==> config.mk <==
export PLATFORM = sky130hd
export DESIGN_NAME = fct_queue
export DESIGN_NICKNAME = d
export VERILOG_FILES = /design/src/sv/fct_pkg.sv /design/src/sv/fct_queue.sv
export SDC_FILE = /design/constraint.sdc
export NUM_CORES = 1
export LEC_CHECK = 0
export ABC_AREA = 1
export BUFFER_PORTS_ARGS = -buffer_cell sky130_fd_sc_hd__buf_4
export CAP_MARGIN = 20
export CORE_ASPECT_RATIO = 0.8
export CORE_UTILIZATION = 45
export DETAILED_ROUTE_END_ITERATION = 6
export GPL_TIMING_DRIVEN = 0
export SETUP_SLACK_MARGIN = 0.2
export SYNTH_ARGS = -nofsm -noshare
export SYNTH_HDL_FRONTEND = slang
export SYNTH_SLANG_ARGS = --single-unit
==> constraint.sdc <==
create_clock -name i_clk -period 4.9 [get_ports i_clk]
set_clock_uncertainty 0.2 [all_clocks]
set_input_delay 0 -clock i_clk [delete_from_list [all_inputs] [get_ports i_clk]]
set_output_delay 0 -clock i_clk [all_outputs]
set_load 0.02 [all_outputs]
==> src/sv/fct_pkg.sv <==
// Shared constants, codes and record types of the frustum cull tester.
package fct_pkg;

    localparam int COORD_WIDTH_DEF = 32;
    localparam int DATA_W          = 32;
    localparam int RADIUS_W        = 31;
    localparam int SLOT_W          = 3;
    localparam int PLANE_COUNT     = 6;
    localparam int NEAR_PLANE      = PLANE_COUNT - 1;
    localparam int BOX_CORNERS     = 8;
    localparam int CNT_W           = 4;
    localparam int CNT_MAX         = (2 ** CNT_W) - 1;
    localparam int QUEUE_DEPTH     = 8;
    localparam int QPTR_W          = $clog2(QUEUE_DEPTH);
    localparam int QLVL_W          = $clog2(QUEUE_DEPTH + 1);

    typedef enum logic [1:0] {
        KIND_PLANE     = 2'd0,
        KIND_POINT     = 2'd1,
        KIND_BOX       = 2'd2,
        KIND_BOX_WHOLE = 2'd3
    } t_kind;

    typedef enum logic [1:0] {
        VERDICT_OUTSIDE   = 2'd0,
        VERDICT_INSIDE    = 2'd1,
        VERDICT_NEAR_ONLY = 2'd2,
        VERDICT_WHOLE     = 2'd3
    } t_verdict;

    // Classified item: for point tests the flags mark failing planes, for box
    // corners they mark planes that have the corner strictly in front.
    typedef struct packed {
        t_kind                    kind;
        logic                     last;
        logic                     near_mode;
        logic [PLANE_COUNT-1:0]   flags;
        logic signed [DATA_W-1:0] near_dist;
    } t_rec;

endpackage

==> src/sv/fct_queue.sv <==
// Short queue of classified transactions between the front and back ends.
module fct_queue (
    input  logic                        i_clk,
    input  logic                        i_rst_n,
    input  logic                        i_push,
    input  fct_pkg::t_rec               i_push_rec,
    input  logic                        i_pop,
    output logic                        o_head_valid,
    output fct_pkg::t_rec               o_head_rec,
    output logic [fct_pkg::QLVL_W-1:0]  o_level
);
    import fct_pkg::*;

    t_rec              r_mem [QUEUE_DEPTH];
    logic [QPTR_W-1:0] r_wr_ptr;
    logic [QPTR_W-1:0] r_rd_ptr;
    logic [QLVL_W-1:0] r_level;
    logic [QLVL_W-1:0] n_level;

    assign n_level = r_level + QLVL_W'(i_push) - QLVL_W'(i_pop);

    always_ff @(posedge i_clk) begin
        if (!i_rst_n) begin
            r_wr_ptr <= '0;
            r_rd_ptr <= '0;
            r_level  <= '0;
        end else begin
            if (i_push) begin
                r_wr_ptr <= r_wr_ptr + QPTR_W'(1);
            end
            if (i_pop) begin
                r_rd_ptr <= r_rd_ptr + QPTR_W'(1);
            end
            r_level <= n_level;
        end
    end

    always_ff @(posedge i_clk) begin
        if (i_push) begin
            r_mem[r_wr_ptr] <= i_push_rec;
        end
    end

    assign o_head_valid = r_level != '0;
    assign o_head_rec   = r_mem[r_rd_ptr];
    assign o_level      = r_level;

endmodule

==> key figures <==
Status
  – Status: completed

Final layout
  – Fillcell total: 2800
  – FF/Latch Area: 0.0103 mm^2
  – Layout cells sized above 1: 12.1%
  – Final Cell Area: 0.0184 mm^2
  – Footprint of the multi-input gates: 0.00325 mm^2
  – Layout Nets: 1776
  – Area Overhead vs Synth: 20.5%

Global routing
  – First-pass GRT wire length: 56.4 mm
  – GRT Util Overall: 21.5%
  – Largest net degree at the start of global routing: 26
  – Vias in the first global route: 10000
  – GR Overflow Total: 0
  – Initial antenna violation count: 2

Power
  – Peak supply drop: 0.257 mV
  – Power Total: 6.85 mW
  – Pwr dens: 372 mW/mm^2
  – P_leak: 8.45 nW

Die
  – Die height: 167 um
  – Die Area: 0.0347 mm^2
  – Site row count: 59
  – I/O pins: 93
  – Starting density of the core: 46.4%
  – Area of the core: 0.0329 mm^2
  – Die extent in x: 208 um

STA
  – Fin. max-slew vios: 0
  – Tcrit/Tclk final: 49.3%
  – Worst slew pin tran: 0.829 ns
  – Crit path time final: 2.42 ns
  – Fin worst setup slack: 2.48 ns
  – RSZ-0062 raised after global routing: no
  – Final Hold Viols: 0
  – Max-Slew Margin vs Limit: 44.6%
  – Setup-failing EPs final: 0
  – F_max: 414 MHz
  – Setup TNS: 0 ns

Logic synthesis
  – Post-synth net total: 1586
  – Top-count cell post-synth: nand2_1
  – Yosys reg bits: 349
  – Yosys cell types: 19
  – Synth warnings: 0
  – FFs w/ async S/R, synth: 0%
  – Area contributors post-synth: edfxtp_1 (66%), nand2_1 (14%), inv_1 (8.7%)
  – Avg Inst Size Synth: 9.97 um^2
  – Area leader, netlist: edfxtp_1
  – Post-synthesis instance area: 0.0153 mm^2
  – Top FF cell, synth: edfxtp_1
  – Mapped Cells: 1532
  – Number of synthesized flops with an enable pin: 336
  – Top cells by count, synth: nand2_1 (558), inv_1 (352), edfxtp_1 (336)
  – Synth top area share: 66.1%
  – Part of the Yosys area used for sequential elements: 67.8%

Drt
  – Routed wire length: 35.9 mm
  – First DRT Iteration DRCs: 708
  – Post-DRT Antenna Nets: 0
  – Residual DRC count: 0
  – Drt wl/cell: 16.6 um
  – Via density: 4.68
  – Vias: 10200
  – First-pass DRT Iterations: 5

Place
  – Placed cell area: 0.0169 mm^2
  – Pre-CTS setup slack: 2.68 ns
  – Hpwl dp: 22.9 mm
  – GPL Wtd Cong: 0.776
  – I/O Buffers: 92

Clock tree
  – Hold buffers post-CTS: 46
  – CTS max path bufs: 3
  – TritonCTS Sinks: 349
  – Clock Tree Root: clkbuf_16
  – CTS tree: done
  – Post-CTS Repair Setup Buffers: 0
  – Htree depth: 2
  – CTS clk-pin slew, worst paths: 0.06 ns
  – Latest clock arrival within the worst-skew pair: 0.52 ns
  – Num CTS Buffers: 36
  – CTS resizes: 0

Critical path
  – R2R Path Start: r_wr_ptr[0]
  – Reg2Reg Capture Point: r_mem[5][27]
  – CP Data Required Time: 4.70 ns
  – Worst R2R Setup Slack: 2.70 ns
  – Critical path class: reg -> out
  – Arr. time, crit path: 2.22 ns
  – Worst setup SP type: register
  – Crit. End Element: output port
  – Crit path max fanout: 10
  – Worst Setup EP: o_head_rec[30]
  – R2R depth: 3

Worst hold path
  – HP Class: in -> reg

Flow run
  – Max-cap viol count: 0
[cell families (layout without fill, tap and decap cells)]
logic type | Yosys count | in the layout | share of synthesized area (%)
buf+inv | 418 | 627 | 11.3
xor+xnor | 1 | 1 | 0.0574
simple gates | 745 | 745 | 19.7
flops | 349 | 349 | 67.8
compound gates | 11 | 11 | 0.361
other cells | 0 | 2 | 0
fa+ha+maj | 8 | 8 | 0.705
[layout make-up]
cell class                 instances  area share, %
sequential                       349           56.3
multi-input combinational        765           17.7
timing repair buffer             152           8.11
inverter                         354           7.24
clock buffer                      47           5.24
tap                              427           2.90
buffer                            64           2.18
clock inverter                    10          0.381
antenna                            2         0.0272
[metrics by stage]
stage	utilization [%]	hold WS, ns	cells
floorplan	-	-0.107	1532
global placement	50.1	0.0328	2051
detailed placement	51.3	0.0378	2065
CTS	55.9	0.0371	2168
global route	55.9	0.0615	2170
finish	55.9	0.0531	2170
[where the power goes]
group,leakage [nW],internal (mW),switching (mW)
clock,0.499,1.42,1.07
sequential,3.16,3.35,0.0227
combinational,4.79,0.360,0.620
total,8.45,5.13,1.71
[layer usage]
| layer | up-vias | track usage (%) | wire length [um] |
|---|---|---|---|
| met5 | - | 0 | 0 |
| met4 | 0 | 5.60 | 585 |
| met3 | 43 | 3.09 | 1710 |
| met2 | 225 | 35.9 | 16900 |
| met1 | 4746 | 29.6 | 16700 |
| li1 | 5137 | - | - |
[worst min-delay path by stage]
stage	startpoint	end	slack [ns]	cells after the start
floorplan	i_rst_n	o_level[0]	-0.11	2
global placement	i_push_rec[41]	r_mem[3][41]	0.03	1
detailed placement	i_push_rec[30]	r_mem[4][30]	0.04	1
CTS	i_push_rec[14]	r_mem[0][14]	0.04	2
global route	i_push_rec[14]	r_mem[0][14]	0.06	2
finish	i_push_rec[21]	r_mem[6][21]	0.05	2
[worst max-delay path, stage by stage, from the launching register on]
cell	delay, ns
dfxtp_1	0.30
buf_2	0.23
clkinv_1	0.30
clkbuf_1	0.40
nand2_1	0.17
nand2_1	0.12
buf_4	0.18
[layout by cell type, fill, tap and decap left out, types with 2 or more instances in the layout]
master / instances
buf_6: 13
buf_12: 6
edfxtp_1: 336
clkinv_2: 2
dfxtp_1: 13
diode_2: 2
nand2_1: 558
clkbuf_16: 37
o21ai_0: 4
inv_1: 352
nor2_1: 6
clkinv_1: 7
or2_2: 2
buf_16: 8
a21oi_1: 7
nand3_1: 171
clkbuf_1: 20
nor2_4: 8
buf_2: 33
buf_1: 2
buf_4: 98
dlygate4sd3_1: 46
ha_1: 7
[flip-flops by register name, indices dropped and copies added (netlist names), named ones only]
signal / cells
r_wr_ptr: 3
r_rd_ptr: 3
o_level: 4
r_mem: 336
Note: power is estimated with default switching activity, not from simulation.
