`config.mk`:
```
export PLATFORM = sky130hd
export DESIGN_NAME = fct_back_flat
export DESIGN_NICKNAME = d
export VERILOG_FILES = /design/src/sv/fct_pkg.sv /design/src/sv/fct_if.sv /design/src/sv/fct_back.sv /design/src/flat_wrapper.sv
export SDC_FILE = /design/constraint.sdc
export NUM_CORES = 1
export LEC_CHECK = 0
export ABC_CLOCK_PERIOD_IN_PS = 3700
export BUFFER_PORTS_ARGS = -buffer_cell sky130_fd_sc_hd__buf_4
export CAP_MARGIN = 10
export CORE_MARGIN = 2
export CORE_UTILIZATION = 52
export DETAILED_ROUTE_END_ITERATION = 16
export PLACE_DENSITY = 0.77
export SLEW_MARGIN = 20
export SYNTH_ARGS = -nofsm -noshare
export SYNTH_HDL_FRONTEND = slang
export SYNTH_SLANG_ARGS = --single-unit
```
`constraint.sdc`:
```
create_clock -name i_clk -period 3.7 [get_ports i_clk]
set_clock_uncertainty 0.1 [all_clocks]
set_input_delay 0.185 -clock i_clk [delete_from_list [all_inputs] [get_ports i_clk]]
set_output_delay 0.185 -clock i_clk [all_outputs]
set_load 0.01 [all_outputs]
```
`src/sv/fct_pkg.sv`:
```
// Shared constants, codes and record types of the frustum cull tester.
package fct_pkg;

    localparam int COORD_WIDTH_DEF = 32;
    localparam int DATA_W          = 32;
    localparam int RADIUS_W        = 31;
    localparam int SLOT_W          = 3;
    localparam int PLANE_COUNT     = 6;
    localparam int NEAR_PLANE      = PLANE_COUNT - 1;
    localparam int BOX_CORNERS     = 8;
    localparam int CNT_W           = 4;
    localparam int CNT_MAX         = (2 ** CNT_W) - 1;
    localparam int QUEUE_DEPTH     = 8;
    localparam int QPTR_W          = $clog2(QUEUE_DEPTH);
    localparam int QLVL_W          = $clog2(QUEUE_DEPTH + 1);

    typedef enum logic [1:0] {
        KIND_PLANE     = 2'd0,
        KIND_POINT     = 2'd1,
        KIND_BOX       = 2'd2,
        KIND_BOX_WHOLE = 2'd3
    } t_kind;

    typedef enum logic [1:0] {
        VERDICT_OUTSIDE   = 2'd0,
        VERDICT_INSIDE    = 2'd1,
        VERDICT_NEAR_ONLY = 2'd2,
        VERDICT_WHOLE     = 2'd3
    } t_verdict;

    // Classified item: for point tests the flags mark failing planes, for box
    // corners they mark planes that have the corner strictly in front.
    typedef struct packed {
        t_kind                    kind;
        logic                     last;
        logic                     near_mode;
        logic [PLANE_COUNT-1:0]   flags;
        logic signed [DATA_W-1:0] near_dist;
    } t_rec;

endpackage

```
`src/sv/fct_if.sv`:
```


interface fct_out_if;
    import fct_pkg::*;

    logic                     valid;
    logic                     ready;
    logic [1:0]               verdict;
    logic signed [DATA_W-1:0] near_distance;

    modport source (output valid, verdict, near_distance, input ready);
    modport sink (input valid, verdict, near_distance, output ready);
endinterface

```
`src/sv/fct_back.sv`:
```
// Back end: box corner counters, verdict decision and output register.
module fct_back (
    input  logic           i_clk,
    input  logic           i_rst_n,
    input  logic           i_head_valid,
    input  fct_pkg::t_rec  i_head_rec,
    output logic           o_pop,
    fct_out_if.source      o_rsp
);
    import fct_pkg::*;

    logic [CNT_W-1:0]         r_cnt [PLANE_COUNT];
    logic [CNT_W-1:0]         n_cnt [PLANE_COUNT];
    logic                     r_out_valid;
    logic                     n_out_valid;
    t_verdict                 r_verdict;
    t_verdict                 n_verdict;
    logic signed [DATA_W-1:0] r_near;
    logic signed [DATA_W-1:0] n_near;

    logic                     pop;
    logic                     emit;
    logic                     any_zero;
    logic                     all_full;
    logic [CNT_W-1:0]         inc_cnt [PLANE_COUNT];

    assign pop   = i_head_valid && (!r_out_valid || o_rsp.ready);
    assign o_pop = pop;

    always_comb begin
        any_zero = 1'b0;
        all_full = 1'b1;
        for (int i = 0; i < PLANE_COUNT; i++) begin
            if (i_head_rec.flags[i] && (r_cnt[i] != CNT_W'(CNT_MAX))) begin
                inc_cnt[i] = r_cnt[i] + CNT_W'(1);
            end else begin
                inc_cnt[i] = r_cnt[i];
            end
            if (inc_cnt[i] == '0) begin
                any_zero = 1'b1;
            end
            if (inc_cnt[i] != CNT_W'(BOX_CORNERS)) begin
                all_full = 1'b0;
            end
        end
    end

    always_comb begin
        n_cnt       = r_cnt;
        n_verdict   = r_verdict;
        n_near      = r_near;
        emit        = 1'b0;
        case (i_head_rec.kind) inside
            KIND_BOX, KIND_BOX_WHOLE: begin
                emit = i_head_rec.last;
                for (int i = 0; i < PLANE_COUNT; i++) begin
                    n_cnt[i] = i_head_rec.last ? '0 : inc_cnt[i];
                end
                n_near = '0;
                if (any_zero) begin
                    n_verdict = VERDICT_OUTSIDE;
                end else if ((i_head_rec.kind == KIND_BOX_WHOLE) && all_full) begin
                    n_verdict = VERDICT_WHOLE;
                end else begin
                    n_verdict = VERDICT_INSIDE;
                end
            end
            KIND_POINT: begin
                emit   = 1'b1;
                n_near = i_head_rec.near_dist;
                if (|i_head_rec.flags[NEAR_PLANE-1:0]) begin
                    n_verdict = VERDICT_OUTSIDE;
                end else if (i_head_rec.flags[NEAR_PLANE]) begin
                    n_verdict = i_head_rec.near_mode ? VERDICT_NEAR_ONLY : VERDICT_OUTSIDE;
                end else begin
                    n_verdict = VERDICT_INSIDE;
                end
            end
            default: begin
                emit = 1'b0;
            end
        endcase
        if (!pop) begin
            n_cnt     = r_cnt;
            n_verdict = r_verdict;
            n_near    = r_near;
        end
        n_out_valid = (r_out_valid && !o_rsp.ready) || (pop && emit);
    end

    always_ff @(posedge i_clk) begin
        if (!i_rst_n) begin
            r_out_valid <= 1'b0;
            for (int i = 0; i < PLANE_COUNT; i++) begin
                r_cnt[i] <= '0;
            end
        end else begin
            r_out_valid <= n_out_valid;
            r_cnt       <= n_cnt;
        end
    end

    always_ff @(posedge i_clk) begin
        if (pop && emit) begin
            r_verdict <= n_verdict;
            r_near    <= n_near;
        end
    end

    assign o_rsp.valid         = r_out_valid;
    assign o_rsp.verdict       = r_verdict;
    assign o_rsp.near_distance = r_near;

endmodule
```
`src/flat_wrapper.sv`:
```
// flat-port wrapper written by rule: the top's interface ports become plain ports
module fct_back_flat import fct_pkg::*;
  (i_clk, i_rst_n, i_head_valid, i_head_rec, o_pop, o_rsp_valid, o_rsp_verdict, o_rsp_near_distance, o_rsp_ready);
  fct_out_if o_rsp_i ();
  input  logic i_clk;
  input  logic i_rst_n;
  input  logic i_head_valid;
  input  fct_pkg::t_rec i_head_rec;
  output logic o_pop;
  output wire logic [$bits(o_rsp_i.valid)-1:0] o_rsp_valid;
  output wire logic [$bits(o_rsp_i.verdict)-1:0] o_rsp_verdict;
  output wire logic [$bits(o_rsp_i.near_distance)-1:0] o_rsp_near_distance;
  input wire logic [$bits(o_rsp_i.ready)-1:0] o_rsp_ready;
  assign o_rsp_valid = o_rsp_i.valid;
  assign o_rsp_verdict = o_rsp_i.verdict;
  assign o_rsp_near_distance = o_rsp_i.near_distance;
  assign o_rsp_i.ready = o_rsp_ready;
  fct_back u_core (.i_clk(i_clk), .i_rst_n(i_rst_n), .i_head_valid(i_head_valid), .i_head_rec(i_head_rec), .o_pop(o_pop), .o_rsp(o_rsp_i));
endmodule
```
==> results.md, run 1 <==
- Status: complete, no violations
- Clk sinks: 59
- WP depth: 7
- Leak Pwr: 1.55 nW
- Number of global-route vias before repair: 2,235
- 1st-iter DRT viols: 125
- Post-DRT Antenna Nets: 0
- Vias per cell: 5.58
- Initial antenna violation count: 0
- RSZ-0062 raised after global routing: false
- FILL cells: 418
- Worst skew pair latency: 0.34 ns
- Die area: 0.00625 sq mm
- Commonest non-fill, non-tap cell in the layout: buf_4
- # IOs: 82
- Synth Instances: 292
- Fin crit share: 0.673
- CTS tree: done
- Initial Util: 0.536
- Grt total ovfl: 0
- Slew @ Worst Pin: 0.928 ns
- Port bufs: 81
- VDD IR max: 0.210 mV
- Max cap viols: 0
- CP required: 3.77 ns
- #FFs+latches synth: 59
- ANT cells: 0
- Setup Fix Bufs, Post-CTS: 0
- Worst path bufs/invs: 0
- Die X-Extent: 79.1 um
- CP delay by family, top: simple AND/OR/NAND/NOR gates
- HPWL Detailed: 4.67 mm
- Clock slew at reported path FFs: 0.07 ns
- Worst Setup Start Kind: flop
- Syn Area/Cell: 10.0 sq um
- Commonest non-fill, non-tap cells in the layout: buf_4, nor2b_1, edfxtp_1
- Synthesized net count: 344
- GP Congestion: 0.914
- Yosys warns: 0
- Number of synthesized flops with an enable pin: 34
- Final #Nets: 424
- Synth Flop Type: edfxtp_1
- Register area share after synthesis: 0.519
- Crit-path max cell delay: 0.52 ns
- Largest net degree at the start of global routing: 38
- Share of the synthesized area in the top cell type: 0.348
- Router iterations before antenna repair: 5
- Max_slew headroom: 0.379
- Worst Path Max Fanout: 6
- Clock Tree Buf Depth: 2
- Area Overhead vs Synth: 30.8%
- Final Max Slew Viols: 0
- Netlist area before placement: 0.00293 sq mm
- Share of cells above drive strength 1: 0.281
- Power density cells: 426 mW/mm^2
- DRC errors left: 0
- Worst-path cell chain: ha_1 -> nand3_1 -> and3_1 -> o32a_1 -> a22o_1 -> or4_4 -> o31ai_2
- Async S/R FF share, synth: 0
- Clk root buf: clkbuf_8
- TNS Setup: 0 ns
- Final setup fails: 0
- Final Core Density: 0.701
- Logic depth of the worst register-to-register path: 7
- Routed WL: 6.78 mm
- Clock buffers created by TritonCTS: 9
- CP arrival: 2.56 ns
- CORE AREA: 0.00547 sq mm
- Critical path type: reg2reg
- DR vias: 2,506
- Top cell type by total area after synthesis: edfxtp_1
- Max H-tree Level: 3
- DIE HEIGHT: 79.1 um
- Count of different cell masters after synthesis: 44
- # rows: 27
- Hold Crit Depth: 2
- CP endpoint kind: flop
- Hold Crit Class: in2reg
- First-pass GRT wire length: 10.5 mm
- Area contributors post-synth: edfxtp_1, dfxtp_1, nor2b_1, a21oi_1, nor2_1
- GRT Total Usage: 0.219
- Fmax: 0.402 GHz
- Avg WL per Cell: 15.1 um
- Post-route minimum period: 2.49 ns
- Slowest CP cell: or4_4
- Final hold viol count: 0
[cell usage after synthesis, types with 3 or more instances]
cell type,number
nor2b_1,36
edfxtp_1,34
dfxtp_1,25
nor2_1,24
a21oi_1,21
nand2_1,17
clkbuf_1,11
nand3_1,11
nor3_1,11
nand2b_1,10
inv_1,9
nand4_1,9
o21ai_0,7
ha_1,6
mux2i_1,6
a22oi_1,5
a211oi_1,4
a31oi_1,4
and3_1,4
mux2_2,4
nand4b_1,3
[area by class of cell]
| type | count | area [sq um] | share of cell area |
|---|---|---|---|
| Tap cell | 72 | 90.1 | 0.0235 |
| Clock buffer | 10 | 138 | 0.0359 |
| Timing Repair Buffer | 83 | 626 | 0.163 |
| Inverter | 9 | 33.8 | 0.00881 |
| Sequential cell | 59 | 1520 | 0.397 |
| Clock inverter | 6 | 111 | 0.0290 |
| Multi-Input combinational cell | 210 | 1320 | 0.343 |
[sequential cells by signal, summed over array words and instances (netlist names)]
signal,count
u_core.r_cnt,24
u_core.o_rsp.near_distance,32
u_core.o_rsp.valid,1
u_core.o_rsp.verdict,2
[cell families after synthesis]
kind of cell	Yosys count	share of synthesized area
flops	59	0.519
simple gates	139	0.263
mux	10	0.0359
buf+inv	23	0.0350
compound gates	55	0.121
fa+ha+maj	6	0.0256
[metal layers]
metal / global-route usage / vias up / routed length, um
met3: 0.0716 / 10 / 559
met1: 0.279 / 1173 / 3080
met4: 0.0638 / 0 / 70
met5: 0 / - / 0
met2: 0.357 / 94 / 3080
li1: - / 1229 / -
[report_power, final]
| part | switching, mW | internal, mW | leakage (nW) |
|---|---|---|---|
| registers | 0.00963 | 0.722 | 0.523 |
| logic | 0.0856 | 0.0847 | 0.908 |
| clock network | 0.263 | 0.467 | 0.123 |
[stage by stage]
step                instance area (sq um)  power, mW  setup WS [ns]  cells  hold slack, ns
finish                               3830       1.63           1.21    449          0.0357
CTS                                  3830       1.64           1.21    449          0.0304
global placement                     3580      0.913           1.33    432           0.343
floorplan                            2930      0.828          0.954    292           0.203
global route                         3830       1.68           1.09    449          0.0299
detailed placement                   3580      0.915           1.23    432           0.345
[worst paths after layout]
kind                        start                             end  slack (ns)
setup / recovery  u_core.r_cnt[4]         u_core.o_rsp.verdict[1]        1.21
setup reg to reg  u_core.r_cnt[4]         u_core.o_rsp.verdict[1]        1.21
hold reg to reg   u_core.r_cnt[5]                 u_core.r_cnt[5]        0.39
hold / removal     i_head_rec[22]  u_core.o_rsp.near_distance[22]        0.04
[what timing repair did]
item,in CTS,in global routing
resized for setup,0,0
hold endpoints to repair,1,0
hold buffers,1,0
No activity file was read; power rests on OpenSTA's default activity.
==> inputs of run 2 (changes only) <==
--- a/config.mk
+++ b/config.mk
@@ -5,13 +5,13 @@
 export SDC_FILE = /design/constraint.sdc
 export NUM_CORES = 1
 export LEC_CHECK = 0
-export ABC_CLOCK_PERIOD_IN_PS = 3700
+export ABC_CLOCK_PERIOD_IN_PS = 2050
 export BUFFER_PORTS_ARGS = -buffer_cell sky130_fd_sc_hd__buf_4
 export CAP_MARGIN = 10
 export CORE_MARGIN = 2
-export CORE_UTILIZATION = 52
+export CORE_UTILIZATION = 47
 export DETAILED_ROUTE_END_ITERATION = 16
-export PLACE_DENSITY = 0.77
+export PLACE_DENSITY = 0.73
 export SLEW_MARGIN = 20
 export SYNTH_ARGS = -nofsm -noshare
 export SYNTH_HDL_FRONTEND = slang
==> constraint.sdc (replaced) <==
create_clock -name i_clk -period 2.05 [get_ports i_clk]
set_clock_uncertainty 0.1 [all_clocks]
set_input_delay 0.1025 -clock i_clk [delete_from_list [all_inputs] [get_ports i_clk]]
set_output_delay 0.1025 -clock i_clk [all_outputs]
set_load 0.01 [all_outputs]
==> results.md, run 2 (synthesized netlist as in run 1, its figures left out) <==
- DP Area: 0.00390 sq mm
- CP endpoint kind: flop
- Port bufs: 81
- Grt total ovfl: 0
- Number of global-route vias before repair: 2,747
- CP arrival: 2.21 ns
- Non-Filler Cell Area, Final: 0.00444 sq mm
- Vias per cell: 5.41
- Critical path type: reg2reg
- Net switching power: 651 uW
- Final Non-Filler Cells: 518
- Fmax: 0.466 GHz
- GP Congestion: 0.904
- RSZ-0062 raised after global routing: true
- Leak Pwr: 1.84 nW
- CP required: 2.12 ns
- Die area: 0.00688 sq mm
- Internal: 2.10 mW
- Clock power share: 0.378
- Largest net degree at the start of global routing: 36
- Share of cells above drive strength 1: 0.341
- CORE AREA: 0.00599 sq mm
- Switching Fraction: 0.236
- Setup Fix Bufs, Post-CTS: 0
- Hold Crit Class: in2reg
- Register Area: 0.00153 sq mm
- Clock Tree Buf Depth: 2
- Routed WL: 8.03 mm
- Fin crit share: 1.05
- Worst-path cell chain: ha_4 -> and3b_1 -> o2111ai_1 -> a22oi_1 -> a22o_1 -> or4_4 -> o31ai_2
- Total power: 2.76 mW
- Avg WL per Cell: 15.5 um
- First-pass GRT wire length: 13.3 mm
- Clock slew at reported path FFs: 0.07 ns
- Dpl cells: 469
- Slowest CP cell: or4_4
- Max cap viols: 0
- Initial Util: 0.489
- Power density cells: 621 mW/mm^2
- Clock buffers created by TritonCTS: 9
- Final Core Density: 0.741
- Status: complete, but fails checks
- Commonest non-fill, non-tap cells in the layout: buf_4, nor2b_1, edfxtp_1
- Worst Setup Start Kind: flop
- Worst skew pair latency: 0.33 ns
- 1st-iter DRT viols: 139
- Sequential power share: 0.479
- Initial antenna violation count: 0
- Clk root buf: clkbuf_8
- # rows: 28
- Final setup fails: 2
- Part of the power in combinational logic: 0.143
- CTS tree: done
- Post-DRT Antenna Nets: 0
- Hold slack: 0.00295 ns
- Max_slew headroom: 0.505
- DRC errors left: 0
- Router iterations before antenna repair: 4
- HPWL Detailed: 5.49 mm
- Max H-tree Level: 3
- Area Overhead vs Synth: 51.3%
- DIE HEIGHT: 83.0 um
- DR vias: 2,804
- Final #Nets: 490
- Clk sinks: 59
- Final hold viol count: 0
- Slew @ Worst Pin: 0.742 ns
- ANT cells: 0
- FILL cells: 413
- Post-route minimum period: 2.14 ns
- TNS Setup: -0.132 ns
- VDD IR max: 0.491 mV
- GRT Total Usage: 0.241
- Violated checks: setup timing
- Multi-input gate area: 0.00137 sq mm
- # IOs: 82
- Max FFs per register: 32
- Place WS: -0.0801 ns
- Worst Path Max Fanout: 4
- Final Max Slew Viols: 0
- Crit-path max cell delay: 0.51 ns
- Post-route setup slack: -0.0937 ns
- Commonest non-fill, non-tap cell in the layout: buf_4
- Die X-Extent: 83.0 um
## run 2: final timing paths
| check | from | to | slack [ns] | depth (start not counted) |
|---|---|---|---|---|
| hold / removal | i_head_rec[9] | u_core.o_rsp.near_distance[9] | 0.003 | 2 |
| setup reg to reg | u_core.r_cnt[1] | u_core.o_rsp.verdict[1] | -0.09 | 7 |
| hold reg to reg | u_core.r_cnt[7] | u_core.r_cnt[7] | 0.41 | 2 |
| setup / recovery | u_core.r_cnt[1] | u_core.o_rsp.verdict[1] | -0.09 | 7 |
## run 2: layout make-up
| type | instances | share of cell area |
|---|---|---|
| inverters | 9 | 0.00761 |
| clock buffers | 11 | 0.0319 |
| repair buffers | 149 | 0.274 |
| well taps | 75 | 0.0212 |
| flip-flops and latches | 59 | 0.345 |
| multi-input cells | 210 | 0.309 |
| clock inverters | 5 | 0.0118 |
## run 2: timing repair
action | 4_1_cts | 5_1_grt
gates resized for setup | 1 | 2
hold buffers | 32 | 1
gates cloned | 0 | 0
endpoints found under the setup margin | 2 | 2
pin swaps | 0 | 2
hold endpoints to repair | 32 | 1
## run 2: metal layers
| layer | vias up | global-route usage | wire length, um |
|---|---|---|---|
| met4 | 0 | 0.0894 | 100 |
| met2 | 128 | 0.393 | 3910 |
| met3 | 9 | 0.0716 | 633 |
| met1 | 1312 | 0.302 | 3390 |
| li1 | 1355 | - | - |
| met5 | - | 0 | 0 |
## run 2: power groups by stage
stage	sequential (mW)	combinational, mW	clock, mW
6_report	1.32	0.395	1.04
5_1_grt	1.32	0.425	1.11
4_1_cts	1.32	0.391	1.07
3_5_place_dp	1.34	0.338	0
3_3_place_gp	1.34	0.333	0
2_1_floorplan	1.37	0.130	0
## run 2: worst max-delay path, delay by kind of cell (launching register included)
family / cells / cell delay (ns)
AOI/OAI and AO/OA: 4 / 0.69
adders and majority gates: 1 / 0.16
DFF: 1 / 0.34
and+or+nand+nor: 2 / 0.68
==> inputs of run 3 (changes only) <==
==> constraint.sdc (replaced) <==
create_clock -name i_clk -period 2.05 [get_ports i_clk]
set_clock_uncertainty 0.1 [all_clocks]
set_input_delay 0.41 -clock i_clk [delete_from_list [all_inputs] [get_ports i_clk]]
set_output_delay 0.41 -clock i_clk [all_outputs]
set_load 0.01 [all_outputs]
==> results.md, run 3 (synthesized netlist as in run 1, its figures left out) <==
- Port bufs: 81
- Clock Tree Buf Depth: 2
- Dpl cells: 482
- # rows: 28
- CP delay by family, top: simple AND/OR/NAND/NOR gates
- FF-to-FF setup slack: -0.13 ns
- Clk root buf: clkbuf_8
- VDD IR max: 0.393 mV
- Worst-path cell chain: ha_4 -> and3b_1 -> o2111ai_2 -> a22oi_2 -> a22o_1 -> or4_4 -> o31ai_4
- CP arrival: 2.25 ns
- DR vias: 2,686
- Final Non-Filler Cells: 499
- Worst path bufs/invs: 0
- Logic depth of the worst register-to-register path: 7
- CP Launch Point: u_core.r_cnt[1]
- Number of global-route vias before repair: 2,684
- Internal: 2.05 mW
- Met1 Usage GRT: 0.291
- CORE AREA: 0.00599 sq mm
- DIE HEIGHT: 83.0 um
- 1st-iter DRT viols: 144
- Status: complete, but fails checks
- # IOs: 82
- CP required: 2.12 ns
- Most used routing layer: met2
- Grt total ovfl: 0
- Fin crit share: 1.06
- Sequential power share: 0.487
- Max FFs per register: 32
- Max cap viols: 0
- Max H-tree Level: 3
- RSZ-0062 raised after global routing: true
- Clock power share: 0.377
- Worst skew pair latency: 0.33 ns
- GP Congestion: 0.872
- Met3 Track Usage GR: 0.0676
- Post-route minimum period: 2.18 ns
- RR Endpoint: u_core.o_rsp.verdict[1]
- Power density cells: 639 mW/mm^2
- Leak Pwr: 1.76 nW
- First-pass GRT wire length: 12.8 mm
- Vias per cell: 5.38
- Part of the power in combinational logic: 0.136
- DRC errors left: 0
- Area Overhead vs Synth: 44.5%
- Router iterations before antenna repair: 4
- Slowest CP cell: or4_4
- Largest net degree at the start of global routing: 31
- Final Max Slew Viols: 0
- Initial antenna violation count: 0
- Crit-path max cell delay: 0.54 ns
- Commonest non-fill, non-tap cell in the layout: buf_4
- FF-to-FF Start: u_core.r_cnt[1]
- Die area: 0.00688 sq mm
- Slew @ Worst Pin: 0.332 ns
- CP endpoint kind: flop
- Routing usage on met2: 0.378
- Final hold viol count: 0
- Share of cells above drive strength 1: 0.394
- GRT Total Usage: 0.231
- Hold Crit Class: in2reg
- Switching Fraction: 0.244
- Post-route setup slack: -0.128 ns
- Max_slew headroom: 0.776
- Clock slew at reported path FFs: 0.07 ns
- Fmax: 0.459 GHz
- Critical path type: reg2reg
- HPWL Detailed: 5.73 mm
- Die X-Extent: 83.0 um
- Net switching power: 661 uW
- Worst setup path endpoint: u_core.o_rsp.verdict[1]
- Clock buffers created by TritonCTS: 9
- Final #Nets: 471
- Violated checks: setup timing
- Post-DRT Antenna Nets: 0
- Avg WL per Cell: 15.7 um
- Clk sinks: 59
- Final setup fails: 2
- CTS tree: done
- Worst Setup Start Kind: flop
- WP depth: 7
- Total power: 2.71 mW
- Worst Hold Launch: i_rst_n
- ANT cells: 0
- Commonest non-fill, non-tap cells in the layout: buf_4, nor2b_1, edfxtp_1
- Initial Util: 0.489
- Worst Path Max Fanout: 3
- Routed WL: 7.84 mm
-- run 3: what timing repair did --
action                                  4_1_cts  5_1_grt
buffers inserted                              1        0
gates resized for setup                       2        5
hold buffers                                  0        0
endpoints found under the setup margin        2        2
pin swaps                                     1        0
cloned                                        0        0
-- run 3: cell type report --
type	instances	area, sq um
clock inverter	6	56.3
timing repair buffer	130	1000
multi-input combinational	210	1390
tap	75	93.8
fill	466	1750
sequential	59	1530
inverter	9	33.8
clock buffer	10	128
-- run 3: worst min-delay path by stage --
stage | end | slack, ns | cells after the start
finish | u_core.o_rsp.valid | 0.22 | 2
global route | u_core.o_rsp.valid | 0.21 | 2
CTS | u_core.o_rsp.valid | 0.22 | 2
detailed placement | u_core.r_cnt[7] | 0.40 | 2
global placement | u_core.r_cnt[22] | 0.39 | 2
floorplan | u_core.r_cnt[21] | 0.36 | 2
-- run 3: power groups by stage --
stage               Combinational (mW)  Sequential (mW)  Clock [mW]
floorplan                        0.132             1.37           0
global placement                 0.354             1.34           0
detailed placement               0.363             1.35           0
CTS                              0.365             1.32        1.03
global route                     0.397             1.32        1.07
finish                           0.367             1.32        1.02
-- run 3: layer usage --
metal	vias up	share of wire	wire (um)
li1	1321	-	-
met1	1234	0.44	3470
met2	115	0.47	3650
met3	16	0.076	595
met4	0	0.016	124
met5	-	0	0
-- run 3: per-stage QoR --
step / setup TNS [ns] / worst slack [ns] / util / area (sq um) / hold slack (ns)
2_1_floorplan: -0.0260 / -0.0260 / - / 3000 / 0.362
3_3_place_gp: -0.0523 / -0.0523 / 0.669 / 4010 / 0.390
3_5_place_dp: -0.110 / -0.100 / 0.669 / 4010 / 0.400
4_1_cts: -0.152 / -0.0992 / 0.702 / 4210 / 0.216
5_1_grt: -0.386 / -0.200 / 0.707 / 4240 / 0.215
6_report: -0.217 / -0.128 / 0.707 / 4240 / 0.221
